[src/sv/wtsp_pkg.sv]
// shared types and constants of the world-to-screen projection pipeline
package wtsp_pkg;

  localparam int QUO_W = 39;
  localparam int PIX_LIMIT = 1000000;

  localparam logic [3:0] CFG_X_ROW_FIRST   = 4'd0;
  localparam logic [3:0] CFG_X_ROW_SECOND  = 4'd1;
  localparam logic [3:0] CFG_Y_ROW_FIRST   = 4'd2;
  localparam logic [3:0] CFG_Y_ROW_SECOND  = 4'd3;
  localparam logic [3:0] CFG_W_ROW_FIRST   = 4'd4;
  localparam logic [3:0] CFG_W_ROW_SECOND  = 4'd5;
  localparam logic [3:0] CFG_SCREEN_WIDTH  = 4'd6;
  localparam logic [3:0] CFG_SCREEN_HEIGHT = 4'd7;

  typedef enum logic [1:0] {
    ST_OK       = 2'd0,
    ST_BEHIND   = 2'd1,
    ST_UNSTABLE = 2'd2,
    ST_RANGE    = 2'd3
  } status_t;

  // one lane of the restoring divider
  typedef struct packed {
    logic [62:0]      rem;
    logic [6:0]       nbits;
    logic [QUO_W-1:0] quo;
    logic             neg;
  } div_lane_t;

  typedef struct packed {
    logic [62:0] den;
    div_lane_t   lx;
    div_lane_t   ly;
    status_t     st;
  } div_word_t;

endpackage

[src/sv/wtsp_pixel.sv]
// viewport mapping: offset, scale by screen size, truncate, range check
module wtsp_pixel (
  input  logic                clk,
  input  logic [2:0]          en,
  input  wtsp_pkg::div_word_t d_in,
  input  logic [13:0]         screen_width,
  input  logic [13:0]         screen_height,
  output logic [20:0]         pixel_x,
  output logic [20:0]         pixel_y,
  output wtsp_pkg::status_t   status
);
  import wtsp_pkg::*;

  localparam logic signed [41:0] HALF_ONE = 42'sd1 <<< 32;

  logic signed [41:0] qx, qy, ex_nxt, ey_nxt, ex_r, ey_r;
  status_t            sta_r, stb_r, st_nxt, st_r;
  logic signed [56:0] vx_nxt, vy_nxt, vx_r, vy_r;
  logic [56:0]        absx, absy;
  logic [23:0]        mx, my;
  logic [20:0]        px_nxt, py_nxt, px_r, py_r;
  logic               out_of_range;

  assign qx = $signed({3'b0, d_in.lx.quo});
  assign qy = $signed({3'b0, d_in.ly.quo});
  // row axis points down, so y is negated
  assign ex_nxt = HALF_ONE + (d_in.lx.neg ? -qx : qx);
  assign ey_nxt = HALF_ONE + (d_in.ly.neg ? qy : -qy);

  assign vx_nxt = 57'($signed({1'b0, screen_width})) * 57'(ex_r);
  assign vy_nxt = 57'($signed({1'b0, screen_height})) * 57'(ey_r);

  assign absx = vx_r[56] ? 57'(-vx_r) : 57'(vx_r);
  assign absy = vy_r[56] ? 57'(-vy_r) : 57'(vy_r);
  assign mx   = absx[56:33];
  assign my   = absy[56:33];
  assign out_of_range = (mx > 24'(PIX_LIMIT)) || (my > 24'(PIX_LIMIT));

  always_comb begin
    st_nxt = stb_r;
    if (stb_r == ST_OK && out_of_range) begin
      st_nxt = ST_RANGE;
    end
    if (st_nxt == ST_OK) begin
      px_nxt = vx_r[56] ? 21'(-mx) : mx[20:0];
      py_nxt = vy_r[56] ? 21'(-my) : my[20:0];
    end else begin
      px_nxt = '0;
      py_nxt = '0;
    end
  end

  always_ff @(posedge clk) begin
    if (en[0]) begin
      ex_r  <= ex_nxt;
      ey_r  <= ey_nxt;
      sta_r <= d_in.st;
    end
    if (en[1]) begin
      vx_r  <= vx_nxt;
      vy_r  <= vy_nxt;
      stb_r <= sta_r;
    end
    if (en[2]) begin
      px_r <= px_nxt;
      py_r <= py_nxt;
      st_r <= st_nxt;
    end
  end

  assign pixel_x = px_r;
  assign pixel_y = py_r;
  assign status  = st_r;

endmodule

[config.mk]
export PLATFORM = sky130hd
export DESIGN_NAME = wtsp_pixel
export DESIGN_NICKNAME = d
export VERILOG_FILES = /design/src/sv/wtsp_pkg.sv /design/src/sv/wtsp_pixel.sv
export SDC_FILE = /design/constraint.sdc
export NUM_CORES = 2
export LEC_CHECK = 0
export BUFFER_PORTS_ARGS = -buffer_cell sky130_fd_sc_hd__buf_2
export CAP_MARGIN = 30
export CORE_MARGIN = 8
export CORE_UTILIZATION = 44
export DETAILED_ROUTE_END_ITERATION = 6
export HOLD_SLACK_MARGIN = 0.03
export MAX_ROUTING_LAYER = met4
export PLACE_DENSITY_LB_ADDON = 0.12
export SYNTH_ARGS = -nofsm -noshare
export SYNTH_HDL_FRONTEND = slang
export SYNTH_SLANG_ARGS = --single-unit
export TNS_END_PERCENT = 5
[constraint.sdc]
create_clock -name clk -period 6.4 [get_ports clk]
set_input_delay 0.32 -clock clk [delete_from_list [all_inputs] [get_ports clk]]
set_output_delay 0.32 -clock clk [all_outputs]
set_load 0.03 [all_outputs]
==> impl_results.md <==
* Outcome: complete, but fails checks
* Violated checks: negative setup slack
* First-pass GRT wire length at 232 mm
* Dominant cell by count in the synthesized netlist: inv_1
* Initial antenna violation count at 11
* Die ar. at 130000 sq um
* DP Cell Count at 7585
* Fin nets at 7776
* Crit path launch type: flip-flop
* Highest Clock Rate at 0.150 GHz
* Max-Cap Viols at 0
* Synthesized instance count at 5595
* Final wirelength at 140 mm
* Synth unique cells at 78
* Routed Antenna Nets at 0
* CP endpoint kind: flip-flop
* Area contributors post-synth: fa_1 (40%), edfxtp_1 (14%), and2_1 (8.7%)
* Worst-margin pin slew at 917 ps
* FP Rows at 126
* Post-route DRC at 0
* Clk slew on worst S/H paths at 70 ps
* Sequential area share after synthesis at 0.141
* Latest clock arrival within the worst-skew pair at 590 ps
* Initial Util at 0.444
* Core area at 118000 sq um
* Io pins at 361
* Post-synth EDFFs at 246
* Worst EP arrival at 6970 ps
* Leading area contributor after synthesis: fa_1
* Slew Limit Fails at 0
* RSZ-0062 raised after global routing: yes
* Endpoints failing setup at 26
* Crit Path Class: reg -> reg
* Fin worst setup slack at -249 ps
* Number of vias per cell at 5.05
* Async set-reset flop share out of synthesis at 0
* Num CTS Buffers at 36
* Flop and latch count out of synthesis at 246
* Post-synth top area share at 0.405
* Finished Layout Cells at 7707
* P&R area growth vs syn at 17.0%
* Post-route setup TNS at -2920 ps
* Skew final at 30.0 ps
* Post-synth net total at 7232
* Final GP Congestion at 0.887
* Slew HR at 0.389
* Routed wire length per instance at 18.1 um
* CTS tree: done
* DR iter-0 viols at 1884
* Clock Tree Buf Depth at 3
* Final Hold Fails at 0
* Port buffer count at 157
* Max H-tree Level at 2
* GRT Total Usage at 0.227
* Post-synthesis cell area at 52400 sq um
* Chip height at 361 um
* GR Overflow Total at 0
* Synthesized area per cell at 9.37 sq um
* Required time of the critical path at 6720 ps
* Fraction of layout cells with a size suffix above 1 at 0.157
* Clk sinks at 246
* Clk root buf: clkbuf_16
* Via count at 38900
* Crit path max fanout at 3
* Post-route minimum period at 6650 ps
* Vias in the first global route at 42500
* Largest net degree at the start of global routing at 69
* Pre-antenna DRT Iters at 5
* Most used flip-flop cell after synthesis: edfxtp_1
* Post-detail-place hpwl at 119 mm
* YS warnings at 0
* Final period util at 1.04
* Die width at 361 um
* Post-synth top cells: inv_1 (1195), fa_1 (1060), and2_1 (727), nand2_1 (566), clkbuf_1 (263)
* Hold WC Path Type: in -> reg
[layout by cell type, fill, tap and decap left out, types with 21 or more instances in the layout]
cell type / instances
and3_1: 28
nand4_1: 33
a31oi_1: 21
inv_1: 1186
xor2_1: 97
ha_1: 248
nand2_1: 561
clkbuf_16: 36
nor3_1: 54
or3_1: 25
fa_1: 1052
buf_4: 549
buf_6: 23
nor4_1: 37
a21o_1: 57
and2_1: 707
o21ai_0: 73
o21bai_1: 26
buf_2: 155
nor2_1: 171
nand3_1: 42
edfxtp_1: 246
a21oi_1: 124
buf_12: 36
xnor2_1: 147
[registers in the layout, indices dropped and copies added (netlist names)]
register	flops
ex_r	42
ey_r	42
pixel_x	21
pixel_y	21
sta_r	2
status	2
stb_r	2
vx_r	57
vy_r	57
[logic make-up after synthesis]
group / count (synthesis) / synth area share
xor+xnor: 247 / 0.0413
mux: 13 / 0.00256
flops: 246 / 0.141
buf+inv: 1467 / 0.105
simple gates: 1791 / 0.179
fa+ha+maj: 1320 / 0.467
compound gates: 511 / 0.0635
[worst paths after layout]
check,start,to,slack [ps],cells past startpoint
worst max-delay path,ey_r[16],vy_r[49],-250,24
worst min-delay path,d_in[12],ey_r[9],80,2
worst max register to register,ey_r[16],vy_r[49],-250,24
worst min register to register,sta_r[0],stb_r[0],420,0
[through the flow]
step / utilization / hold slack [ps] / worst slack, ps / cell area (sq um)
final: 0.519 / 78.1 / -249 / 61300
after floorplan: - / 400 / -26.1 / 52400
after global placement: 0.498 / 409 / -642 / 58800
after detailed placement: 0.498 / 405 / -640 / 58800
after global routing: 0.519 / 55.8 / -466 / 61300
after CTS: 0.513 / 33.3 / -350 / 60600
[area by class of cell]
cell class	count	area [sq um]
diodes	8	20.0
clock buffers	41	920
clock inverters	21	250
fillers	11000	56800
inverters	1196	4490
multi-input cells	3882	40300
flip-flops and latches	246	7390
well taps	1536	1920
repair buffers	777	6020
[what timing repair did]
item | CTS | global route
resized for setup | 89 | 120
hold buffers | 14 | 0
endpoints found under the setup margin | 51 | 67
endpoints found under the hold margin | 14 | 0
pin swaps | 49 | 96
buffers inserted | 13 | 29
[critical path, cell delays in order (launching register included)]
cell and delay, ps:
edfxtp_1 450, buf_6 160, and2_1 170, fa_1 540, inv_1 60, fa_1 540
inv_1 50, fa_1 490, fa_1 430, fa_1 560, inv_2 50, fa_1 510
inv_2 50, ha_4 260, nand4_1 190, nor4_1 310, a22oi_1 150, a211oi_2 240
buf_4 190, o21bai_4 70, a2111oi_4 290, buf_4 180, nor2_1 40, a211o_1 310
xnor2_1 120
[routing by layer]
metal / track usage / vias to the layer above / wire (um) / share of wire
met4: 0.0583 / 0 / 3980 / 0.028
met3: 0.0324 / 179 / 6290 / 0.045
met1: 0.292 / 19800 / 61500 / 0.44
met5: - / - / 0 / 0
met2: 0.377 / 736 / 67900 / 0.49
li1: - / 18200 / - / -
Power is not shown: default switching activity piles up to over one toggle a cycle in this logic, so the estimate is an artifact.
