--- config.mk ---
export PLATFORM = sky130hd
export DESIGN_NAME = wtsp_div_cell
export DESIGN_NICKNAME = d
export VERILOG_FILES = /design/src/sv/wtsp_pkg.sv /design/src/sv/wtsp_div_cell.sv
export SDC_FILE = /design/constraint.sdc
export NUM_CORES = 1
export LEC_CHECK = 0
export ABC_AREA = 1
export BUFFER_PORTS_ARGS = -buffer_cell sky130_fd_sc_hd__buf_2
export CAP_MARGIN = 15
export CELL_PAD_IN_SITES_DETAIL_PLACEMENT = 1
export CELL_PAD_IN_SITES_GLOBAL_PLACEMENT = 2
export CORE_ASPECT_RATIO = 1.2
export CORE_MARGIN = 3
export CORE_UTILIZATION = 31
export DETAILED_ROUTE_END_ITERATION = 10
export GPL_TIMING_DRIVEN = 0
export PLACE_DENSITY = 0.93
export SYNTH_ARGS = -nofsm -noshare
export SYNTH_HDL_FRONTEND = slang
export SYNTH_SLANG_ARGS = --single-unit
--- constraint.sdc ---
create_clock -name clk -period 6.5 [get_ports clk]
set_input_delay 1.3 -clock clk [delete_from_list [all_inputs] [get_ports clk]]
set_output_delay 1.3 -clock clk [all_outputs]
set_load 0.1 [all_outputs]
--- src/sv/wtsp_pkg.sv ---
// shared types and constants of the world-to-screen projection pipeline
package wtsp_pkg;

  localparam int QUO_W = 39;
  localparam int PIX_LIMIT = 1000000;

  localparam logic [3:0] CFG_X_ROW_FIRST   = 4'd0;
  localparam logic [3:0] CFG_X_ROW_SECOND  = 4'd1;
  localparam logic [3:0] CFG_Y_ROW_FIRST   = 4'd2;
  localparam logic [3:0] CFG_Y_ROW_SECOND  = 4'd3;
  localparam logic [3:0] CFG_W_ROW_FIRST   = 4'd4;
  localparam logic [3:0] CFG_W_ROW_SECOND  = 4'd5;
  localparam logic [3:0] CFG_SCREEN_WIDTH  = 4'd6;
  localparam logic [3:0] CFG_SCREEN_HEIGHT = 4'd7;

  typedef enum logic [1:0] {
    ST_OK       = 2'd0,
    ST_BEHIND   = 2'd1,
    ST_UNSTABLE = 2'd2,
    ST_RANGE    = 2'd3
  } status_t;

  // one lane of the restoring divider
  typedef struct packed {
    logic [62:0]      rem;
    logic [6:0]       nbits;
    logic [QUO_W-1:0] quo;
    logic             neg;
  } div_lane_t;

  typedef struct packed {
    logic [62:0] den;
    div_lane_t   lx;
    div_lane_t   ly;
    status_t     st;
  } div_word_t;

endpackage

--- src/sv/wtsp_div_cell.sv ---
// one quotient bit of the x and y restoring dividers
module wtsp_div_cell (
  input  logic                clk,
  input  logic                en,
  input  wtsp_pkg::div_word_t d_in,
  output wtsp_pkg::div_word_t d_out
);
  import wtsp_pkg::*;

  function automatic div_lane_t lane_step(div_lane_t l, logic [62:0] den);
    logic [63:0] trial;
    logic [64:0] diff;
    div_lane_t   r;
    trial   = {l.rem, l.nbits[6]};
    diff    = {1'b0, trial} - {2'b0, den};
    r.neg   = l.neg;
    r.nbits = {l.nbits[5:0], 1'b0};
    if (!diff[64]) begin
      r.rem = diff[62:0];
      r.quo = {l.quo[QUO_W-2:0], 1'b1};
    end else begin
      r.rem = trial[62:0];
      r.quo = {l.quo[QUO_W-2:0], 1'b0};
    end
    return r;
  endfunction

  div_word_t d_nxt, d_r;

  always_comb begin
    d_nxt    = d_in;
    d_nxt.lx = lane_step(d_in.lx, d_in.den);
    d_nxt.ly = lane_step(d_in.ly, d_in.den);
  end

  always_ff @(posedge clk) begin
    if (en) begin
      d_r <= d_nxt;
    end
  end

  assign d_out = d_r;

endmodule

==> results of run 1 <==
==> cell families after synthesis <==
family                   share of synthesized area, %
flip-flops                                       38.9
XOR/XNOR                                         2.40
AO/OA/AOI/OAI                                    2.75
buffers and inverters                            13.1
AND/OR/NAND/NOR                                  35.5
other                                          0.0171
adder cells (fa/ha/maj)                          7.39
==> power by group through the flow <==
stage          sequential, mW  combinational (mW)  clock [mW]
3_5_place_dp             2.37                3.27           0
3_3_place_gp             2.37                3.24           0
4_1_cts                  2.33                3.28        1.79
5_1_grt                  2.34                3.46        1.87
6_report                 2.33                3.26        1.74
2_1_floorplan            3.83               0.944           0
==> placed cells by master, fill, tap and decap left out, types with 11 or more instances in the layout <==
cell type / n
nand2_1: 1458
nor2_2: 11
nand3b_1: 18
nor2_1: 218
clkbuf_16: 31
inv_1: 675
inv_2: 29
nand3_1: 139
nor3_1: 26
buf_2: 582
nand2_2: 13
nand4_1: 20
a21oi_1: 79
edfxtp_1: 283
o21ai_0: 12
xor2_1: 58
ha_1: 126
==> routing by layer <==
| metal | vias up | track usage [%] | wire length (um) |
|---|---|---|---|
| met1 | 10381 | 30.7 | 40500 |
| li1 | 11089 | - | - |
| met5 | - | 0 | 69 |
| met2 | 702 | 48.9 | 50500 |
| met4 | 10 | 15.0 | 6780 |
| met3 | 153 | 4.76 | 5990 |
==> through the flow <==
| stage | utilization (%) | instances | worst slack (ns) | area (sq um) |
|---|---|---|---|---|
| floorplan | - | 3246 | 3.31 | 21900 |
| global placement | 37.1 | 4731 | 0.111 | 25900 |
| detailed placement | 37.2 | 4733 | 2.21 | 25900 |
| CTS | 38.6 | 4790 | 2.84 | 26900 |
| global route | 38.6 | 4791 | 2.79 | 26900 |
| finish | 38.6 | 4799 | 2.93 | 26900 |
==> worst max-delay path: stages <==
cell and delay, ns:
buf_2 0.11, inv_1 0.31, ha_1 0.37, nand2_1 0.14, inv_2 0.06, nand2_1 0.15
inv_1 0.06, nand2_1 0.07, nand2_1 0.10, nor2_1 0.15, nand2_2 0.09, nand2_2 0.09
nand2_4 0.06, inv_2 0.15, buf_2 0.40, nand2_1 0.09, nand2_1 0.24
==> final cells by class <==
cell class                 count  area share, %
antenna                        9         0.0837
clock buffer                  37           2.97
buffer                        28          0.832
tap                          918           4.27
sequential                   283           31.6
clock inverter                20          0.637
multi-input combinational   2230           39.0
timing repair buffer         569           10.8
inverter                     705           9.83
==> how the worst min path moves through the flow <==
stage,startpoint,to,slack [ns]
after floorplan,d_in[0],d_out[0]$_DFFE_PP_,1.40
final,d_in[44],d_out[45]$_DFFE_PP_,0.87
after detailed placement,d_in[146],d_out[147]$_DFFE_PP_,1.48
after global routing,d_in[27],d_out[28]$_DFFE_PP_,0.84
after global placement,d_in[146],d_out[147]$_DFFE_PP_,1.48
after CTS,d_in[44],d_out[45]$_DFFE_PP_,0.83
==> impl_metrics.ini, run 1 <==
[layout]
multi_input_comb_area_sq_um = 10500
nFillCells = 9273
area_delta_synth_final_pct = 23.1
seq_area_sq_um = 8500
fin_nets = 4263
drive_above_1_share_pct = 18.4
largest_reg_flops = 283

[clocking]
cts_htree_levels = 1
clockBufferDepth = 3
cts_setup_buffers = 0
root_buffer = clkbuf_16
cts-resized-gates = 0
clkSinkCount = 283
hold_buffers = 0
cts_buffers = 31
clkTransAtPathRegs_ns = 0.07
cts_tree = done

[setup_path]
cp-start-kind = primary input
cp.arrival_ns = 3.97
crit_path_end = d_out[52]$_DFFE_PP_
crit_start = d_in[252]
worstPathMaxFanout = 10
end_kind = register
path_class = in2reg
crit_required_ns = 6.90

[job]
max_cap_violations = 0

[floorplanning]
core-area_sq_um = 69800
fp-row-count = 106
die_h_um = 297
die_width_um = 248
initial_core_util_pct = 31.4
die_area_sq_um = 73800
io_pins = 572

[place]
port_buffers = 567
dp.final_hpwl_mm = 91.3
place.gp.congestion = 0.942

[logic_synthesis]
synth_top_area_share_pct = 38.9
synth_area_leaders = edfxtp_1 (39%), nand2_1 (25%), inv_1 (12%), ha_1 (7.2%), nor2_1 (3.7%)
synth_ff_type = edfxtp_1
synthArstFlopShare_pct = 0
syn_avg_cell_area_sq_um = 6.74
yosysUniqueCellTypes = 35
yosysMostFrequentCell = nand2_1
yosys-top-cells-count = nand2_1 (1458), inv_1 (675), edfxtp_1 (283)
yosysWarnings = 0
yosys.area.top_type = edfxtp_1
synth_area_sq_um = 21900
synth_seq_area_share_pct = 38.9
ys_seq_elements = 283
synth_edf_count = 283
netlist_instances = 3245

[status]
outcome = finished clean

[timing]
hold_viol = 0
rsz0062_at_grt = false
max_freq_ghz = 0.280
finalSetupViolCount = 0
slew_headroom_pct = 48.3
finalCritPeriodShare_pct = 55.0
slew_violations = 0
fin_hold_ws_ns = 0.872
min_period_ns = 3.57
tightestPinTransition_ns = 0.776
fin_tns_setup_ns = 0

[hold_path]
holdPathStages = 1
hp-class = in2reg

[drt]
viasPerCell = 4.65
firstDrtPassIters = 5
wl_per_cell_um = 21.6
drt-initial-drc-count = 1199
postRouteAntennaNets = 0
drc = 0
num_vias = 22335
finalWirelength_mm = 104

[power_and_ir_drop]
p_leak_nw = 15.2
peakVddDrop_uv = 232
power_density_nw_per_um2 = 272
swShare_pct = 47.4
total_power_mw = 7.33
p_seq_share_pct = 31.7
p_sw_mw = 3.47
p_comb_share_pct = 44.5
internal-power_mw = 3.86
clkPwrFrac_pct = 23.8

[grt]
grt_usage_pct = 27.3
grt_first_pass_wirelength_mm = 149
antenna_found_initial = 24
grt_pass1_vias = 22720
grt_max_degree = 121
grt-ovfl-total = 0
No activity file was read; power rests on OpenSTA's default activity.
==> run 2: changes to the inputs <==
--- a/config.mk
+++ b/config.mk
@@ -12,10 +12,10 @@
 export CELL_PAD_IN_SITES_GLOBAL_PLACEMENT = 2
 export CORE_ASPECT_RATIO = 1.2
 export CORE_MARGIN = 3
-export CORE_UTILIZATION = 31
+export CORE_UTILIZATION = 26
 export DETAILED_ROUTE_END_ITERATION = 10
 export GPL_TIMING_DRIVEN = 0
-export PLACE_DENSITY = 0.93
+export PLACE_DENSITY = 0.83
 export SYNTH_ARGS = -nofsm -noshare
 export SYNTH_HDL_FRONTEND = slang
 export SYNTH_SLANG_ARGS = --single-unit
==> constraint.sdc (replaced) <==
create_clock -name clk -period 3 [get_ports clk]
set_input_delay 0.6 -clock clk [delete_from_list [all_inputs] [get_ports clk]]
set_output_delay 0.6 -clock clk [all_outputs]
set_load 0.1 [all_outputs]
==> impl_metrics.ini, run 2 (same netlist as run 1, synthesis figures left out) <==
[clocking]
cts_tree = done
cts_buffers = 34
clkSinkCount = 283
clockBufferDepth = 3
root_buffer = clkbuf_16
clkTransAtPathRegs_ns = 0.07
cts_htree_levels = 2

[setup_path]
cp.arrival_ns = 3.21
cp-start-kind = primary input
path_class = in2reg
end_kind = register
worstPathMaxFanout = 10
crit_required_ns = 3.36

[timing]
layout_setup_ws_ns = 0.150
slew_headroom_pct = 50.6
min_period_ns = 2.85
finalSetupViolCount = 0
hold_viol = 0
fin_tns_setup_ns = 0
max_freq_ghz = 0.351
slew_violations = 0
finalCritPeriodShare_pct = 95.0
tightestPinTransition_ns = 0.741
rsz0062_at_grt = false

[grt]
grt_util_met1_pct = 27.4
antenna_found_initial = 19
grt_pass1_vias = 22102
grt-ovfl-total = 0
grt_first_pass_wirelength_mm = 150
grt_max_degree = 119
use_met3_pct = 4.28
grt_usage_pct = 23.6
met2_usage_pct = 44.1
top_usage_layer = met2

[power_and_ir_drop]
peakVddDrop_uv = 500
total_power_mw = 16.4
p_leak_nw = 15.3
power_density_nw_per_um2 = 599

[layout]
seq_area_sq_um = 8500
layout_commonest_cell = nand2_1
area_delta_synth_final_pct = 24.9
mostFrequentLayoutCells = nand2_1 (1458), inv_1 (675), buf_2 (581)
drive_above_1_share_pct = 18.6
largest_reg_flops = 283
multi_input_comb_area_sq_um = 10500
nFillCells = 10685
fin_nets = 4266

[floorplanning]
fp-row-count = 115
core-area_sq_um = 82700
die_h_um = 324
die_area_sq_um = 87700
initial_core_util_pct = 26.4
io_pins = 572
die_width_um = 271

[drt]
num_vias = 21976
firstDrtPassIters = 7
finalWirelength_mm = 106
drc = 0
drt-initial-drc-count = 1173
postRouteAntennaNets = 0
wl_per_cell_um = 21.3
viasPerCell = 4.40

[place]
port_buffers = 567
dp.final_hpwl_mm = 94.1
preCtsSetupSlack_ns = -0.703
place.gp.congestion = 0.907

[status]
outcome = finished clean

[hold_path]
hp-class = in2reg

[job]
max_cap_violations = 0
[run 2: path summary, 6_finish.rpt]
kind / start / to / slack, ns / depth (start not counted)
setup / recovery: d_in[235] / d_out[52]$_DFFE_PP_ / 0.15 / 17
hold / removal: d_in[40] / d_out[41]$_DFFE_PP_ / 0.20 / 1
[run 2: final cells by class]
class	count	area share [%]
Timing Repair Buffer	569	10.6
Multi-Input combinational cell	2230	38.5
Tap cell	1111	5.09
Buffer	28	0.829
Sequential cell	283	31.1
Antenna cell	5	0.0458
Clock buffer	39	3.26
Inverter	705	9.69
Clock inverter	21	0.857
[run 2: stage by stage]
stage | utilization (%) | hold WS [ns] | instances | instance area (sq um)
6_report | 33.0 | 0.204 | 4991 | 27300
4_1_cts | 33.0 | 0.166 | 4986 | 27300
2_1_floorplan | - | 0.699 | 3246 | 21900
3_3_place_gp | 31.6 | 0.776 | 4924 | 26100
5_1_grt | 33.0 | 0.175 | 4986 | 27300
3_5_place_dp | 31.6 | 0.778 | 4926 | 26200
[run 2: what timing repair did]
action                     in CTS  in global routing
setup endpoints to repair       3                  2
hold buffers                    0                  0
gates resized for setup         2                  1
buffers inserted                0                  0
[run 2: critical path, stage by stage]
cell     delay (ns)
buf_2          0.22
inv_1          0.22
ha_1           0.41
nand2_1        0.12
nor2_2         0.16
nand2_1        0.12
inv_1          0.08
nand2_2        0.05
nand2_2        0.12
nand2_1        0.08
nand2_2        0.11
nand2_2        0.08
nand2_4        0.09
buf_6          0.22
buf_6          0.21
nand2_1        0.07
nand2_1        0.22
[run 2: layer usage]
metal / vias up / part of all wire (%)
li1: 11090 / -
met1: 10137 / 41
met2: 632 / 51
met3: 105 / 5.6
met4: 12 / 3.2
met5: - / 0.065
[run 2: where the power goes]
| group | internal (mW) | switching, mW | leakage [nW] | total, mW |
|---|---|---|---|---|
| clock | 2.49 | 1.76 | 0.545 | 4.25 |
| combinational | 1.32 | 5.77 | 12.0 | 7.09 |
| sequential | 4.91 | 0.123 | 2.77 | 5.04 |
| total | 8.72 | 7.65 | 15.3 | 16.4 |
==> run 3: changes to the inputs <==
--- a/config.mk
+++ b/config.mk
@@ -6,12 +6,11 @@
 export NUM_CORES = 1
 export LEC_CHECK = 0
 export ABC_AREA = 1
-export BUFFER_PORTS_ARGS = -buffer_cell sky130_fd_sc_hd__buf_2
+export BUFFER_PORTS_ARGS = -buffer_cell sky130_fd_sc_hd__buf_4
 export CAP_MARGIN = 15
 export CELL_PAD_IN_SITES_DETAIL_PLACEMENT = 1
 export CELL_PAD_IN_SITES_GLOBAL_PLACEMENT = 2
 export CORE_ASPECT_RATIO = 1.2
-export CORE_MARGIN = 3
 export CORE_UTILIZATION = 26
 export DETAILED_ROUTE_END_ITERATION = 10
 export GPL_TIMING_DRIVEN = 0
==> constraint.sdc (replaced) <==
create_clock -name clk -period 3 [get_ports clk]
set_input_delay 0.6 -clock clk [delete_from_list [all_inputs] [get_ports clk]]
set_output_delay 0.6 -clock clk [all_outputs]
set_load 0.005 [all_outputs]
==> impl_metrics.ini, run 3 (same netlist as run 1, synthesis figures left out) <==
[status]
outcome = finished clean

[setup_path]
crit_start = d_in[237]
critical_path_buf_inv_count = 7
cp.arrival_ns = 3.22
cpPeakStageDelay_ns = 0.42
path_depth = 19
cp_common_cell = nand2_1
cp_top_family = buffers and inverters
end_kind = register
crit_path_end = d_out[51]$_DFFE_PP_
worstPathMaxFanout = 10
crit_slowest_cell = buf_2
crit_required_ns = 3.38
worstPathCellList = buf_4, inv_1, ha_1, nand2_1, inv_2, nand2_1, nand2_1, inv_1, nand2_1, inv_2, nand2_2, nand2_1, nand2_2, nand2_2, nand2_4, inv_2, buf_2, nand2_1, nand2_1
cp-start-kind = primary input
path_class = in2reg

[clocking]
cts_buffers = 35
root_buffer = clkbuf_16
clockBufferDepth = 3
clkTransAtPathRegs_ns = 0.06
hold_buffers = 0
cts_setup_buffers = 0
cts_htree_levels = 2
cts_tree = done
clkSinkCount = 283
cts-resized-gates = 1

[drt]
firstDrtPassIters = 5
drt-initial-drc-count = 1161
drc = 0
viasPerCell = 4.42
wl_per_cell_um = 21.5
num_vias = 22089
finalWirelength_mm = 107
postRouteAntennaNets = 0

[hold_path]
hp-class = in2reg
worstHoldStart = d_in[6]

[layout]
postLayoutCellArea_sq_um = 28700
area_delta_synth_final_pct = 31.1
finalNonFillerCells = 4996
drive_above_1_share_pct = 18.6
largest_reg_flops = 283
final_util_pct = 34.4
fin_nets = 4267
antenna_cells = 0
nFillCells = 10697
layout_commonest_cell = nand2_1
mostFrequentLayoutCells = nand2_1 (1458), inv_1 (675), buf_4 (568)

[timing]
slew_headroom_pct = 49.3
fin_hold_ws_ns = 0.202
fin_tns_setup_ns = 0
slew_violations = 0
rsz0062_at_grt = false
tightestPinTransition_ns = 0.761
finalCritPeriodShare_pct = 94.7
min_period_ns = 2.84
finalSetupViolCount = 0
max_freq_ghz = 0.352
hold_viol = 0

[grt]
antenna_found_initial = 7
grt_first_pass_wirelength_mm = 149
grt_usage_pct = 24.5
grt_pass1_vias = 22111
grt_max_degree = 121
grt-ovfl-total = 0

[floorplanning]
io_pins = 572
core-area_sq_um = 83300
die_h_um = 320
die_width_um = 267
fp-row-count = 116
die_area_sq_um = 85300
initial_core_util_pct = 26.3

[job]
max_cap_violations = 0

[power_and_ir_drop]
p_leak_nw = 15.8
power_density_nw_per_um2 = 470
peakVddDrop_uv = 407

[place]
dp.final_hpwl_mm = 94.5
port_buffers = 567
post-place-cells = 4936
place.gp.congestion = 0.924
postPlaceCellArea_sq_um = 27600
[run 3: cell count changes in the layout (fill, tap and decap cells not counted), sizes merged]
cell / before / now
clkinvlp: 1 / 2
diode: 5 / 0
bufinv: 4 / 2
clkinv: 16 / 18
clkbuf: 39 / 38
[run 3: worst min path at each step]
stage                      endpoint  slack, ns  cells after the start
6_report         d_out[7]$_DFFE_PP_       0.20                      1
3_5_place_dp   d_out[140]$_DFFE_PP_       0.78                      1
3_3_place_gp   d_out[118]$_DFFE_PP_       0.78                      1
2_1_floorplan    d_out[0]$_DFFE_PP_       0.70                      0
5_1_grt          d_out[7]$_DFFE_PP_       0.18                      1
4_1_cts          d_out[7]$_DFFE_PP_       0.17                      1
[run 3: final cells by class]
type                            count  area [sq um]  share of cell area [%]
Multi-Input combinational cell   2230         10500                    36.7
Clock inverter                     22           181                   0.633
Timing Repair Buffer              569          4320                    15.1
Sequential cell                   283          8500                    29.6
Inverter                          705          2650                    9.23
Clock buffer                       38           887                    3.09
Tap cell                         1121          1400                    4.89
Buffer                             28           224                   0.781
[run 3: metal layers]
metal  track usage (%)  up-vias  share of wire [%]
li1                  -    11079                  -
met1              27.9    10253                 40
met2              43.9      621                 49
met3              4.50      126                5.7
met4              11.3       10                4.9
met5                 0        -              0.057
[run 3: power by group]
group	total, mW	switching (mW)	internal (mW)	leakage, nW
registers	5.06	0.149	4.92	2.77
clock network	4.10	1.78	2.31	0.522
logic	4.31	2.67	1.63	12.5
[run 3: through the flow]
step / power [mW] / setup WS, ns
floorplan: 7.20 / 0.509
global placement: 9.46 / -0.804
detailed placement: 9.51 / -0.637
CTS: 13.7 / 0.111
global route: 14.2 / 0.00170
finish: 13.5 / 0.160
